### src/rtl/core/rpn_pkg.sv
// Shared constants, codes and types of the RPN stack calculator.
package rpn_pkg;

   // Stack geometry.
   localparam int STACK_DEPTH = 64;
   localparam int ADDR_W      = $clog2(STACK_DEPTH);
   localparam int COUNT_W     = $clog2(STACK_DEPTH + 1);

   // Value and arithmetic unit widths.
   localparam int VALUE_W    = 32;
   localparam int WIDE_W     = 48;
   localparam int MUL_STEPS  = 32;
   localparam int DIV_STEPS  = 48;
   localparam int STEP_W     = $clog2(DIV_STEPS + 1);

   // Token codes on the request channel.
   typedef enum logic [3:0] {
      CMD_PUSH    = 4'd0,
      CMD_ADD     = 4'd1,
      CMD_SUB     = 4'd2,
      CMD_MUL     = 4'd3,
      CMD_DIV     = 4'd4,
      CMD_MOD     = 4'd5,
      CMD_PEEK    = 4'd6,
      CMD_POP     = 4'd7,
      CMD_CLEAR   = 4'd8,
      CMD_SWAP    = 4'd9,
      CMD_NOP     = 4'd10,
      CMD_UNKNOWN = 4'd11
   } cmd_type;

   // Status codes on the response channel.
   typedef enum logic [2:0] {
      ST_OK        = 3'd0,
      ST_ZERO_DIV  = 3'd1,
      ST_NEG_MOD   = 3'd2,
      ST_UNKNOWN   = 3'd3,
      ST_UNDERFLOW = 3'd4,
      ST_OVERFLOW  = 3'd5
   } status_type;

   // Operations of the shared arithmetic unit.
   typedef enum logic [2:0] {
      ALU_ADD,
      ALU_SUB,
      ALU_MUL,
      ALU_DIV,
      ALU_MOD
   } alu_op_type;

   // Start request into the arithmetic unit.
   typedef struct packed {
      logic       start;
      alu_op_type op;
   } alu_req_type;

   // Completion from the arithmetic unit.
   typedef struct packed {
      logic               done;
      logic [VALUE_W-1:0] value;
   } alu_rsp_type;

   // Sequencer states.
   typedef enum logic [3:0] {
      S_IDLE,
      S_DECODE,
      S_WAIT_B,
      S_POP_A,
      S_WAIT_A,
      S_EXEC,
      S_ALU,
      S_READ,
      S_SWAP_1,
      S_SWAP_2,
      S_SWAP_3,
      S_FINISH
   } fsm_state_type;

endpackage

### src/rtl/core/rpn_ram.sv
// Generic single-write, single-read RAM with registered read data.
module rpn_ram #(
   parameter int WIDTH = 32,
   parameter int DEPTH = 64
) (
   input  logic                     clock,
   input  logic                     wr_en,
   input  logic [$clog2(DEPTH)-1:0] wr_addr,
   input  logic [WIDTH-1:0]         wr_data,
   input  logic [$clog2(DEPTH)-1:0] rd_addr,
   output logic [WIDTH-1:0]         rd_data
);

   logic [WIDTH-1:0] mem_ff [DEPTH];
   logic [WIDTH-1:0] rd_data_ff;

   // Write port and registered read port.
   always_ff @(posedge clock) begin
      if (wr_en) begin
         mem_ff[wr_addr] <= wr_data;
      end
      rd_data_ff <= mem_ff[rd_addr];
   end

   assign rd_data = rd_data_ff;

endmodule

### src/rtl/core/rpn_alu.sv
// Shared iterative arithmetic unit: saturating add and subtract, shift-add
// multiply and restoring divide for Q16.16 values and integer modulo.
module rpn_alu import rpn_pkg::*; (
   input  logic               clock,
   input  logic               reset,
   input  alu_req_type        alu_req,
   input  logic [VALUE_W-1:0] oper_a,
   input  logic [VALUE_W-1:0] oper_b,
   output alu_rsp_type        alu_rsp
);

   // Absolute value of a two's complement word, as an unsigned word.
   function automatic logic [VALUE_W-1:0] magnitude(input logic [VALUE_W-1:0] x);
      return x[VALUE_W-1] ? (VALUE_W'(0) - x) : x;
   endfunction

   // Apply the sign to a wide magnitude and clamp to the Q16.16 range.
   function automatic logic [VALUE_W-1:0] saturate(input logic [WIDE_W-1:0] mag,
                                                   input logic neg);
      logic [VALUE_W-1:0] r;
      if (neg) begin
         if (mag > {{(WIDE_W-VALUE_W){1'b0}}, 1'b1, {(VALUE_W-1){1'b0}}}) begin
            r = {1'b1, {(VALUE_W-1){1'b0}}};
         end else begin
            r = VALUE_W'(0) - mag[VALUE_W-1:0];
         end
      end else begin
         if (mag > {{(WIDE_W-VALUE_W+1){1'b0}}, {(VALUE_W-1){1'b1}}}) begin
            r = {1'b0, {(VALUE_W-1){1'b1}}};
         end else begin
            r = mag[VALUE_W-1:0];
         end
      end
      return r;
   endfunction

   logic                busy_ff, busy_in;
   logic                fin_ff, fin_in;
   alu_op_type          op_ff, op_in;
   logic [STEP_W-1:0]   step_ff, step_in;
   logic                neg_ff, neg_in;
   logic [VALUE_W:0]    hi_ff, hi_in;
   logic [WIDE_W-1:0]   lo_ff, lo_in;
   logic [VALUE_W-1:0]  y_ff, y_in;

   logic [VALUE_W:0]    mul_sum;
   logic [VALUE_W:0]    div_shift;
   logic [VALUE_W+1:0]  div_diff;
   logic [VALUE_W-1:0]  mag_a;
   logic [VALUE_W-1:0]  mag_b;

   assign mag_a = magnitude(oper_a);
   assign mag_b = magnitude(oper_b);

   // One step of each iterative operation: an add for multiply, a trial
   // subtract for divide.
   assign mul_sum   = {1'b0, hi_ff[VALUE_W-1:0]} + {1'b0, (lo_ff[0] ? y_ff : '0)};
   assign div_shift = {hi_ff[VALUE_W-1:0], lo_ff[WIDE_W-1]};
   assign div_diff  = {1'b0, div_shift} - {2'b00, y_ff};

   // Operand load and iteration control.
   always_comb begin
      busy_in = busy_ff;
      fin_in  = 1'b0;
      op_in   = op_ff;
      step_in = step_ff;
      neg_in  = neg_ff;
      hi_in   = hi_ff;
      lo_in   = lo_ff;
      y_in    = y_ff;
      if (alu_req.start) begin
         op_in = alu_req.op;
         case (alu_req.op)
            ALU_ADD: begin
               hi_in  = {oper_a[VALUE_W-1], oper_a} + {oper_b[VALUE_W-1], oper_b};
               fin_in = 1'b1;
            end
            ALU_SUB: begin
               hi_in  = {oper_a[VALUE_W-1], oper_a} - {oper_b[VALUE_W-1], oper_b};
               fin_in = 1'b1;
            end
            ALU_MUL: begin
               hi_in   = '0;
               lo_in   = {{(WIDE_W-VALUE_W){1'b0}}, mag_b};
               y_in    = mag_a;
               neg_in  = oper_a[VALUE_W-1] ^ oper_b[VALUE_W-1];
               step_in = STEP_W'(MUL_STEPS);
               busy_in = 1'b1;
            end
            ALU_DIV: begin
               hi_in   = '0;
               lo_in   = {mag_a, {(WIDE_W-VALUE_W){1'b0}}};
               y_in    = mag_b;
               neg_in  = oper_a[VALUE_W-1] ^ oper_b[VALUE_W-1];
               step_in = STEP_W'(DIV_STEPS);
               busy_in = 1'b1;
            end
            default: begin
               // Modulo works on the integer parts of two non-negative values.
               hi_in   = '0;
               lo_in   = {{(WIDE_W-15){1'b0}}, oper_a[30:16]};
               y_in    = {{(VALUE_W-15){1'b0}}, oper_b[30:16]};
               neg_in  = 1'b0;
               step_in = STEP_W'(DIV_STEPS);
               busy_in = 1'b1;
            end
         endcase
      end else if (busy_ff) begin
         if (op_ff == ALU_MUL) begin
            hi_in = {1'b0, mul_sum[VALUE_W:1]};
            lo_in = {{(WIDE_W-VALUE_W){1'b0}}, mul_sum[0], lo_ff[VALUE_W-1:1]};
         end else if (!div_diff[VALUE_W+1]) begin
            hi_in = div_diff[VALUE_W:0];
            lo_in = {lo_ff[WIDE_W-2:0], 1'b1};
         end else begin
            hi_in = div_shift;
            lo_in = {lo_ff[WIDE_W-2:0], 1'b0};
         end
         step_in = step_ff - STEP_W'(1);
         if (step_ff == STEP_W'(1)) begin
            busy_in = 1'b0;
            fin_in  = 1'b1;
         end
      end
   end

   // Control registers.
   always_ff @(posedge clock) begin
      if (reset) begin
         busy_ff <= 1'b0;
         fin_ff  <= 1'b0;
      end else begin
         busy_ff <= busy_in;
         fin_ff  <= fin_in;
      end
   end

   // Datapath registers.
   always_ff @(posedge clock) begin
      op_ff   <= op_in;
      step_ff <= step_in;
      neg_ff  <= neg_in;
      hi_ff   <= hi_in;
      lo_ff   <= lo_in;
      y_ff    <= y_in;
   end

   // Final scaling and saturation of the finished operation.
   always_comb begin
      alu_rsp.done = fin_ff;
      case (op_ff)
         ALU_ADD, ALU_SUB: begin
            if (hi_ff[VALUE_W] != hi_ff[VALUE_W-1]) begin
               alu_rsp.value = hi_ff[VALUE_W] ? {1'b1, {(VALUE_W-1){1'b0}}}
                                              : {1'b0, {(VALUE_W-1){1'b1}}};
            end else begin
               alu_rsp.value = hi_ff[VALUE_W-1:0];
            end
         end
         ALU_MUL: alu_rsp.value = saturate({hi_ff[VALUE_W-1:0], lo_ff[VALUE_W-1:16]}, neg_ff);
         ALU_DIV: alu_rsp.value = saturate(lo_ff, neg_ff);
         default: alu_rsp.value = {1'b0, hi_ff[14:0], 16'h0000};
      endcase
   end

endmodule

### src/rtl/core/rpn_stack_calculator.sv
// Reverse Polish stack calculator on signed Q16.16 values.
//
// Usage: a request transaction carries one token (req_type and
// req_number_value) on a valid/stall channel; every token gives exactly one
// response transaction with rsp_status, rsp_result_value and
// rsp_result_valid. Tokens are handled one at a time: req_stall is low only
// while the sequencer is idle. Push, clear, no-op and unknown tokens go from
// decode straight to the finishing state; peek and pop add a stack read;
// swap reads the two top entries and writes them back crossed; arithmetic
// pops its operands and runs the shared arithmetic unit, which retires one
// multiplier bit or one quotient bit per cycle (32 and 48 steps). Zero
// divisor and negative modulo errors skip the unit. Stack memory reads go
// through the registered read port.
// The next request is taken the cycle after the response is registered.
// Reset empties the stack (the count goes to zero, memory contents are left
// as they are) and drops any pending response. When the receiver stalls,
// the response is held in the output register; the next token can still be
// accepted and run, then waits in the finishing state, and no new request
// is taken until that response leaves.
module rpn_stack_calculator import rpn_pkg::*; (
   input  logic               clock,
   input  logic               reset,
   input  logic               req_valid,
   output logic               req_stall,
   input  logic [3:0]         req_type,
   input  logic [VALUE_W-1:0] req_number_value,
   output logic               rsp_valid,
   input  logic               rsp_stall,
   output logic [2:0]         rsp_status,
   output logic [VALUE_W-1:0] rsp_result_value,
   output logic               rsp_result_valid
);

   fsm_state_type       state_ff, state_in;
   logic [COUNT_W-1:0]  count_ff, count_in;
   cmd_type             kind_ff, kind_in;
   logic [VALUE_W-1:0]  num_ff, num_in;
   logic [VALUE_W-1:0]  a_ff, a_in;
   logic [VALUE_W-1:0]  b_ff, b_in;
   status_type          status_ff, status_in;
   logic                under_ff, under_in;
   logic [VALUE_W-1:0]  res_ff, res_in;
   logic                rvalid_ff, rvalid_in;
   logic                rsp_valid_ff, rsp_valid_in;
   status_type          rsp_status_ff, rsp_status_in;
   logic [VALUE_W-1:0]  rsp_value_ff, rsp_value_in;
   logic                rsp_rvalid_ff, rsp_rvalid_in;

   logic [COUNT_W-1:0]  count_m1;
   logic [COUNT_W-1:0]  count_m2;
   logic                ram_we;
   logic [ADDR_W-1:0]   ram_waddr;
   logic [VALUE_W-1:0]  ram_wdata;
   logic [ADDR_W-1:0]   ram_raddr;
   logic [VALUE_W-1:0]  ram_rdata;
   alu_req_type         alu_req;
   alu_rsp_type         alu_rsp;
   alu_op_type          alu_op;

   assign count_m1 = count_ff - COUNT_W'(1);
   assign count_m2 = count_ff - COUNT_W'(2);

   // Stack storage.
   rpn_ram #(
      .WIDTH (VALUE_W),
      .DEPTH (STACK_DEPTH)
   ) u_stack_ram (
      .clock   (clock),
      .wr_en   (ram_we),
      .wr_addr (ram_waddr),
      .wr_data (ram_wdata),
      .rd_addr (ram_raddr),
      .rd_data (ram_rdata)
   );

   // Shared arithmetic unit.
   rpn_alu u_alu (
      .clock   (clock),
      .reset   (reset),
      .alu_req (alu_req),
      .oper_a  (a_ff),
      .oper_b  (b_ff),
      .alu_rsp (alu_rsp)
   );

   // Map the token to the arithmetic operation.
   always_comb begin
      case (kind_ff)
         CMD_ADD: alu_op = ALU_ADD;
         CMD_SUB: alu_op = ALU_SUB;
         CMD_MUL: alu_op = ALU_MUL;
         CMD_DIV: alu_op = ALU_DIV;
         default: alu_op = ALU_MOD;
      endcase
   end

   // Sequencer: next state, stack access and response loading.
   always_comb begin
      state_in      = state_ff;
      count_in      = count_ff;
      kind_in       = kind_ff;
      num_in        = num_ff;
      a_in          = a_ff;
      b_in          = b_ff;
      status_in     = status_ff;
      under_in      = under_ff;
      res_in        = res_ff;
      rvalid_in     = rvalid_ff;
      rsp_valid_in  = rsp_valid_ff & rsp_stall;
      rsp_status_in = rsp_status_ff;
      rsp_value_in  = rsp_value_ff;
      rsp_rvalid_in = rsp_rvalid_ff;
      ram_we        = 1'b0;
      ram_waddr     = count_ff[ADDR_W-1:0];
      ram_wdata     = num_ff;
      ram_raddr     = count_m1[ADDR_W-1:0];
      alu_req.start = 1'b0;
      alu_req.op    = alu_op;

      case (state_ff)
         S_IDLE: begin
            if (req_valid) begin
               kind_in   = cmd_type'(req_type);
               num_in    = req_number_value;
               status_in = ST_OK;
               under_in  = 1'b0;
               res_in    = '0;
               rvalid_in = 1'b0;
               state_in  = S_DECODE;
            end
         end

         S_DECODE: begin
            state_in = S_FINISH;
            case (kind_ff)
               CMD_PUSH: begin
                  if (count_ff >= COUNT_W'(STACK_DEPTH)) begin
                     status_in = ST_OVERFLOW;
                  end else begin
                     ram_we   = 1'b1;
                     count_in = count_ff + COUNT_W'(1);
                  end
               end
               CMD_ADD, CMD_SUB, CMD_MUL, CMD_DIV, CMD_MOD: begin
                  // Pop the right operand; an empty stack yields zero.
                  if (count_ff == '0) begin
                     b_in     = '0;
                     under_in = 1'b1;
                     if (kind_ff == CMD_DIV) begin
                        status_in = ST_ZERO_DIV;
                     end else begin
                        state_in = S_POP_A;
                     end
                  end else begin
                     count_in = count_m1;
                     state_in = S_WAIT_B;
                  end
               end
               CMD_PEEK: begin
                  rvalid_in = 1'b1;
                  if (count_ff == '0) begin
                     under_in = 1'b1;
                  end else begin
                     state_in = S_READ;
                  end
               end
               CMD_POP: begin
                  rvalid_in = 1'b1;
                  if (count_ff == '0) begin
                     under_in = 1'b1;
                  end else begin
                     count_in = count_m1;
                     state_in = S_READ;
                  end
               end
               CMD_CLEAR: begin
                  count_in = '0;
               end
               CMD_SWAP: begin
                  if (count_ff < COUNT_W'(2)) begin
                     under_in = 1'b1;
                  end else begin
                     state_in = S_SWAP_1;
                  end
               end
               CMD_NOP: begin
                  state_in = S_FINISH;
               end
               default: begin
                  status_in = ST_UNKNOWN;
               end
            endcase
         end

         S_WAIT_B: begin
            b_in = ram_rdata;
            if (kind_ff == CMD_DIV && ram_rdata == '0) begin
               status_in = ST_ZERO_DIV;
               state_in  = S_FINISH;
            end else begin
               state_in = S_POP_A;
            end
         end

         S_POP_A: begin
            // Pop the left operand; an empty stack yields zero.
            if (count_ff == '0) begin
               a_in     = '0;
               under_in = 1'b1;
               state_in = S_EXEC;
            end else begin
               count_in = count_m1;
               state_in = S_WAIT_A;
            end
         end

         S_WAIT_A: begin
            a_in     = ram_rdata;
            state_in = S_EXEC;
         end

         S_EXEC: begin
            if (kind_ff == CMD_MOD && (a_ff[VALUE_W-1] || b_ff[VALUE_W-1])) begin
               status_in = ST_NEG_MOD;
               state_in  = S_FINISH;
            end else if (kind_ff == CMD_MOD && b_ff[30:16] == '0) begin
               status_in = ST_ZERO_DIV;
               state_in  = S_FINISH;
            end else begin
               alu_req.start = 1'b1;
               state_in      = S_ALU;
            end
         end

         S_ALU: begin
            // The operand pops left the stack below its depth, so the result always has room.
            if (alu_rsp.done) begin
               ram_we    = 1'b1;
               ram_wdata = alu_rsp.value;
               count_in  = count_ff + COUNT_W'(1);
               state_in  = S_FINISH;
            end
         end

         S_READ: begin
            res_in   = ram_rdata;
            state_in = S_FINISH;
         end

         S_SWAP_1: begin
            b_in      = ram_rdata;
            ram_raddr = count_m2[ADDR_W-1:0];
            state_in  = S_SWAP_2;
         end

         S_SWAP_2: begin
            ram_we    = 1'b1;
            ram_waddr = count_m1[ADDR_W-1:0];
            ram_wdata = ram_rdata;
            state_in  = S_SWAP_3;
         end

         S_SWAP_3: begin
            ram_we    = 1'b1;
            ram_waddr = count_m2[ADDR_W-1:0];
            ram_wdata = b_ff;
            state_in  = S_FINISH;
         end

         S_FINISH: begin
            // Load the response register once it is free.
            if (!rsp_valid_ff || !rsp_stall) begin
               rsp_valid_in  = 1'b1;
               rsp_status_in = under_ff ? ST_UNDERFLOW : status_ff;
               rsp_value_in  = res_ff;
               rsp_rvalid_in = rvalid_ff;
               state_in      = S_IDLE;
            end
         end

         default: begin
            state_in = S_IDLE;
         end
      endcase
   end

   // Control registers.
   always_ff @(posedge clock) begin
      if (reset) begin
         state_ff     <= S_IDLE;
         count_ff     <= '0;
         rsp_valid_ff <= 1'b0;
      end else begin
         state_ff     <= state_in;
         count_ff     <= count_in;
         rsp_valid_ff <= rsp_valid_in;
      end
   end

   // Token and response payload registers.
   always_ff @(posedge clock) begin
      kind_ff       <= kind_in;
      num_ff        <= num_in;
      a_ff          <= a_in;
      b_ff          <= b_in;
      status_ff     <= status_in;
      under_ff      <= under_in;
      res_ff        <= res_in;
      rvalid_ff     <= rvalid_in;
      rsp_status_ff <= rsp_status_in;
      rsp_value_ff  <= rsp_value_in;
      rsp_rvalid_ff <= rsp_rvalid_in;
   end

   assign req_stall        = (state_ff != S_IDLE);
   assign rsp_valid        = rsp_valid_ff;
   assign rsp_status       = rsp_status_ff;
   assign rsp_result_value = rsp_value_ff;
   assign rsp_result_valid = rsp_rvalid_ff;

   // The stack count never passes the depth.
   a_count_bound: assert property (@(posedge clock) disable iff (reset)
      count_ff <= COUNT_W'(STACK_DEPTH))
      else $error("stack count exceeds depth");

   // The arithmetic unit only completes while the sequencer waits for it.
   a_alu_done_in_alu: assert property (@(posedge clock) disable iff (reset)
      alu_rsp.done |-> state_ff == S_ALU)
      else $error("arithmetic unit completed outside its state");

   // An accepted transaction closes the request channel on the next cycle.
   a_busy_after_accept: assert property (@(posedge clock) disable iff (reset)
      (req_valid && !req_stall) |=> req_stall)
      else $error("request accepted while a token is in progress");

   // A new response only comes out of the finishing state.
   a_rsp_from_finish: assert property (@(posedge clock) disable iff (reset)
      $rose(rsp_valid) |-> $past(state_ff) == S_FINISH)
      else $error("response raised outside the finishing state");

endmodule

### config.mk
export PLATFORM = sky130hd
export DESIGN_NAME = rpn_stack_calculator
export DESIGN_NICKNAME = d
export VERILOG_FILES = /design/src/rtl/core/rpn_pkg.sv /design/src/rtl/core/rpn_ram.sv /design/src/rtl/core/rpn_alu.sv /design/src/rtl/core/rpn_stack_calculator.sv
export SDC_FILE = /design/constraint.sdc
export NUM_CORES = 2
export LEC_CHECK = 0
export BUFFER_PORTS_ARGS = -buffer_cell sky130_fd_sc_hd__buf_4
export CAP_MARGIN = 20
export CORE_AREA = 5 5 676 678
export CTS_CLUSTER_SIZE = 16
export DETAILED_ROUTE_END_ITERATION = 16
export DIE_AREA = 0 0 681 683
export GPL_ROUTABILITY_DRIVEN = 0
export GPL_TIMING_DRIVEN = 1
export PLACE_DENSITY_LB_ADDON = 0.05
export SLEW_MARGIN = 20
export SYNTH_ARGS = -nofsm -noshare
export SYNTH_HDL_FRONTEND = slang
export SYNTH_SLANG_ARGS = --single-unit
### constraint.sdc
create_clock -name clock -period 10.4 [get_ports clock]
set_input_delay 1.04 -clock clock [delete_from_list [all_inputs] [get_ports clock]]
set_output_delay 1.04 -clock clock [all_outputs]
set_load 0.03 [all_outputs]
Word-level counts from Yosys, hierarchy flattened --
Memory sizes are Yosys's and may differ from the RTL's. A register that Yosys moved wholly into a read port is not among the register bits. Cells that the tools add are included.
Storage, ports and cells: register bits after elaboration 310, memory bits (writable) 2048, input port bits 40, output and inout bits 38, word-level logic and storage cells 228, memories kept 1
Memory list:
- u_stack_ram.mem_ff | words 64, bits a word 32, rd ports 1, clocked after memory_dff 1, wr ports 1, line rpn_ram.sv:14 | logic [WIDTH-1:0] mem_ff [DEPTH];
Cells by class: add/subtract/negate cells 12, $lt $le $gt $ge 6, eq/ne operators 47, mux-type cells 91, bitwise gates (word level) 3, reductions and logical operators 46
Operator list (count):
- $mux W32 | 15
- $pmux W32 S3 | 3
- $pmux W32 S2 | 3
- $mux W48 | 3
- $pmux W48 S3 | 1
- $mux W33 | 4
- $sub A1 B32 Y32 const A | 4
- $gt A48 B31 Y1 const B | 2
- $gt A48 B32 Y1 const B | 2
- $add A32 B32 Y33 | 2
- $pmux W33 S2 | 1
- $pmux W4 S11 | 1
- $pmux W7 S3 | 2
- $mux W4 | 9
- $sub A33 B32 Y34 | 1
- $sub A32 B32 Y33 | 1
- $eq A4 B3 Y1 const B | 8
- $logic_not A32 Y1 | 1
- $eq A4 B4 Y1 const B | 7
- $mux W1 | 24
- $pmux W3 S4 | 2
- $pmux W6 S2 | 2
- $mux W3 | 7
- $mux W7 | 3
- 43 further kinds | 97

Longest topological paths before layout --
depth in word-level cells 7, depth in mapped cells 19, depth with buffers taken out 18

By module --
Synthesis repeated with hierarchy kept, for this count alone.
Unflattened totals: cell total of the unflattened synthesis 6290, area, all modules 103163.9 sq um
Modules (own cells, without submodules):
- rpn_ram | instances 1, cells an instance 3511, area an instance 79039.6 sq um, sequential area each 62139.6 sq um
- rpn_alu | instances 1, cells an instance 2098, area an instance 15847.7 sq um, sequential area each 3733.6 sq um
- rpn_stack_calculator | instances 1, cells an instance 681, area an instance 8276.7 sq um, sequential area each 5435.2 sq um

Least setup slack after synthesis --
No wires, ideal clock.
path kind reg2reg, start point register u_alu.lo_ff[0], end point memory u_stack_ram.mem_ff[0][27], data pin, library setup time 719 ps, data arrival time 5886 ps, required time 9681 ps, slack 3795 ps, cell stages (with the launch flop) 14, buffers on the path 2, clock period less this slack 6605 ps, cell sequence edfxtp_1 inv_1 clkbuf_1 ha_1 or3b_1 nor4b_4 nand2_1 o31a_1 o21ai_0 nand3_1 clkbuf_1 a311oi_1 a2111oi_0 o31ai_1
On the way: cells in the longest elaborated chain, start to end 6, elaborated cells between the ends (all ways) 9, those cells by class add/sub (1); order compare (2); mux (6)
RTL lines:
- start, declared | line rpn_alu.sv:43 | logic [WIDE_W-1:0] lo_ff, lo_in;
- start signal, assigned | line rpn_alu.sv:144 | lo_ff <= lo_in;
- $gt A48 B31 Y1 (tied with other cells) | line rpn_alu.sv:28 | if (mag > {{(WIDE_W-VALUE_W+1){1'b0}}, {(VALUE_W-1){1'b1}}}) begin
- $mux W32 (on tied branches) | line rpn_alu.sv:28, rpn_alu.sv:22
- $mux W32 * | line rpn_alu.sv:21 | if (neg) begin
- $pmux W32 S3 * | line rpn_alu.sv:151 | case (op_ff)
- $mux W32 * | line rpn_stack_calculator.sv:237 | if (alu_rsp.done) begin
- $pmux W32 S3 * | line rpn_stack_calculator.sv:120 | case (state_ff)
- named net ram_wdata[27] | line rpn_stack_calculator.sv:53 | logic [VALUE_W-1:0] ram_wdata;
- end, declared | line rpn_ram.sv:14
The timed path passes the listed nets; every way through them passes the cells marked *.

Final worst setup path --
start point register u_alu.lo_ff[0], end point memory u_stack_ram.mem_ff[17][25], data pin
The elaborated chain is that of the path after synthesis.

==> impl_metrics.tcl <==
set metrics [dict create \
    clock-root-buffer "clkbuf_16" \
    num_vias 60400 \
    clkPwrFrac 0.271 \
    irDropWorstVdd_mv 0.345 \
    grt-ovfl-total 0 \
    fin_tns_setup_ns 0 \
    power_density_mw_per_mm2 311 \
    tritoncts "done" \
    slew_viol_final 0 \
    power.switching_mw 15.1 \
    cts_resized 0 \
    synth_cell_types 92 \
    ys_ff_latch 2390 \
    pwr-share-seq 0.338 \
    synthesis.area_mm2 0.103 \
    drv_cap 0 \
    finalHoldViolCount 0 \
    postSynthCellCount 6273 \
    cp_slowest_cell "a2111oi_0" \
    yosysSeqAreaShare 0.693 \
    core-area_mm2 0.451 \
    fin_crit_ns 5.80 \
    initial_utilization 0.229 \
    fin_nets 6668 \
    cts_hold_buf 0 \
    synth_edf_count 2344 \
    fin_skew_ns 0.0629 \
    drt_pass1_iterations 7 \
    grt_max_degree 98 \
    final_cell_mix "edfxtp_1 (2344), nand2_1 (554), mux4_2 (544), clkbuf_16 (312), buf_4 (297)" \
    first_iter_violations 5138 \
    die_w_um 681 \
    cp.arrival_ns 6.38 \
    synth_area_per_cell_um2 16.4 \
    wirelength_um 418000 \
    die_h_um 683 \
    relSlewSlack 0.190 \
    swShare 0.398 \
    grt_pass1_wl_um 566000 \
    worst-setup-path-type "reg2reg" \
    wl_per_cell_um 32.7 \
    ys.flop_type "edfxtp_1" \
    cp_slowest_stage_delay_ns 0.97 \
    synthToLayoutAreaGrowth_pct 18.7 \
    power.internal_mw 22.8 \
    min_path_type "in2reg" \
    worstMarginPinSlew_ns 1.21 \
    grt_antenna_before_repair 40 \
    clk_pin_slew_worst_paths_ns 0.06 \
    async_reset_ff_frac 0 \
    critPathLaunchType "flop" \
    layout_commonest_cell "edfxtp_1" \
    cts_setup_buffers 0 \
    drive_gt1_frac 0.216 \
    synth_nets 6428 \
    insertion_delay_ns 0.91 \
    yosysWarningCount 0 \
    max_freq_ghz 0.172 \
    row_count 247 \
    cp_cell_sequence "inv_1 -> ha_1 -> or3b_1 -> nor4b_4 -> nand2_1 -> o31a_1 -> o21ai_0 -> nand3_1 -> a2111oi_0 -> nor4bb_2 -> o21ai_4 -> buf_4" \
    drc_errors 0 \
    dp_hpwl_um 256000 \
    power_frac_comb 0.390 \
    finalPower_mw 38.0 \
    rsz0062_at_grt "no" \
    ios 78 \
    vias_per_cell 4.74 \
    cts_buffers 306 \
    max-clock-path-buffers 4 \
    cts_sinks 2390 \
    dieArea_mm2 0.465 \
    grt_pass1_vias 61800 \
    cts.htree.levels 5 \
    outcome "finished clean" \
    nFillCells 45600 \
    fin_hold_ws_ns 0.329 \
    end_kind "flop" \
    finalCritPeriodShare 0.558 \
    port_buffers 77 \
    grt_usage 0.175 \
    path_max_fanout 64 \
    setup_viol 0 \
    antenna_left 0 \
    cp.required_ns 10.98 \
    p_leak_nw 39.3 \
]
==> per-stage QoR <==
step / util / worst slack, ns / cell area (µm²) / cells
6_report: 0.271 / 4.60 / 122000 / 12800
5_1_grt: 0.271 / 4.37 / 122000 / 12700
4_1_cts: 0.271 / 4.69 / 122000 / 12700
3_5_place_dp: 0.250 / 4.73 / 113000 / 12200
3_3_place_gp: 0.250 / 4.77 / 113000 / 12200
2_1_floorplan: - / 3.79 / 103000 / 6273
==> power groups by stage <==
stage	sequential, mW	clock [mW]	combinational, mW
after floorplan	12.7	0	7.85
after CTS	12.8	10.7	15.3
after global routing	12.9	11.1	15.8
after detailed placement	13.0	0	15.3
after global placement	13.0	0	15.4
final	12.8	10.3	14.8
==> registers in the layout, indices dropped and copies added (netlist names), 7 cells and up <==
signal and flops:
num_ff 32, u_alu.y_ff 32, res_ff 32, a_ff 32
count_ff 7, u_stack_ram.rd_data 32, b_ff 32, rsp_result_value 32
u_alu.lo_ff 48, u_alu.hi_ff 33, u_stack_ram.mem_ff 2048
==> cell type report <==
cell class,instances,area (µm²),area share
timing repair buffer,311,2510,0.0205
clock inverter,155,1400,0.0114
tap,5976,7480,0.0612
multi-input combinational,3413,30900,0.253
clock buffer,394,8160,0.0667
antenna,21,52.6,0.000430
sequential,2390,71300,0.584
inverter,91,342,0.00280
==> worst paths after layout <==
kind	startpoint	to	slack, ns	depth (start not counted)
setup reg to reg	u_alu.lo_ff[0]$_DFFE_PP_	u_stack_ram.mem_ff[17][25]$_DFFE_PP_	4.60	12
hold reg to reg	res_ff[11]$_SDFFCE_PN0P_	rsp_result_value[11]$_DFFE_PP_	0.42	0
setup / recovery	u_alu.lo_ff[0]$_DFFE_PP_	u_stack_ram.mem_ff[17][25]$_DFFE_PP_	4.60	12
hold / removal	req_number_value[18]	num_ff[18]$_DFFE_PP_	0.33	1
==> metal layers <==
| metal | vias to the layer above | routed length, µm | GRT usage |
|---|---|---|---|
| li1 | 25700 | - | - |
| met3 | 436 | 13500 | 0.0193 |
| met4 | 4 | 10800 | 0.0441 |
| met2 | 1380 | 205000 | 0.300 |
| met5 | - | 31 | 0 |
| met1 | 32900 | 188000 | 0.238 |
==> synth_stat cells, drive strengths merged (33+ instances only) <==
master,n,share of area
o22ai,52,0.0032
or3,33,0.0021
o21ai,205,0.010
nor2b,34,0.0021
buf,110,0.0050
nor2,303,0.011
xnor2,66,0.0056
a21o,55,0.0040
nand3,53,0.0026
a31oi,184,0.011
edfxtp,2344,0.68
a211oi,173,0.013
mux4,544,0.12
xor2,129,0.011
inv,90,0.0033
nor3,53,0.0026
a21oi,176,0.0086
dfxtp,46,0.0089
clkbuf,269,0.0098
ha,112,0.014
nand2,560,0.020
and2,238,0.014
==> cells by family after synthesis <==
family	after synthesis	share of synthesized area
AO/OA/AOI/OAI	1105	0.0714
XOR/XNOR	195	0.0166
adder cells (fa/ha/maj)	115	0.0142
buffers and inverters	470	0.0181
flip-flops	2390	0.693
multiplexers	559	0.120
AND/OR/NAND/NOR	1439	0.0668
==> worst max-delay path: cells and delay by family, from the launching register on <==
family | cells | cell delay [ns]
simple gates | 5 | 2.23
flops | 1 | 0.49
compound gates | 4 | 1.75
fa+ha+maj | 1 | 0.19
buf+inv | 2 | 0.66
(Power assumes the default switching activity.)
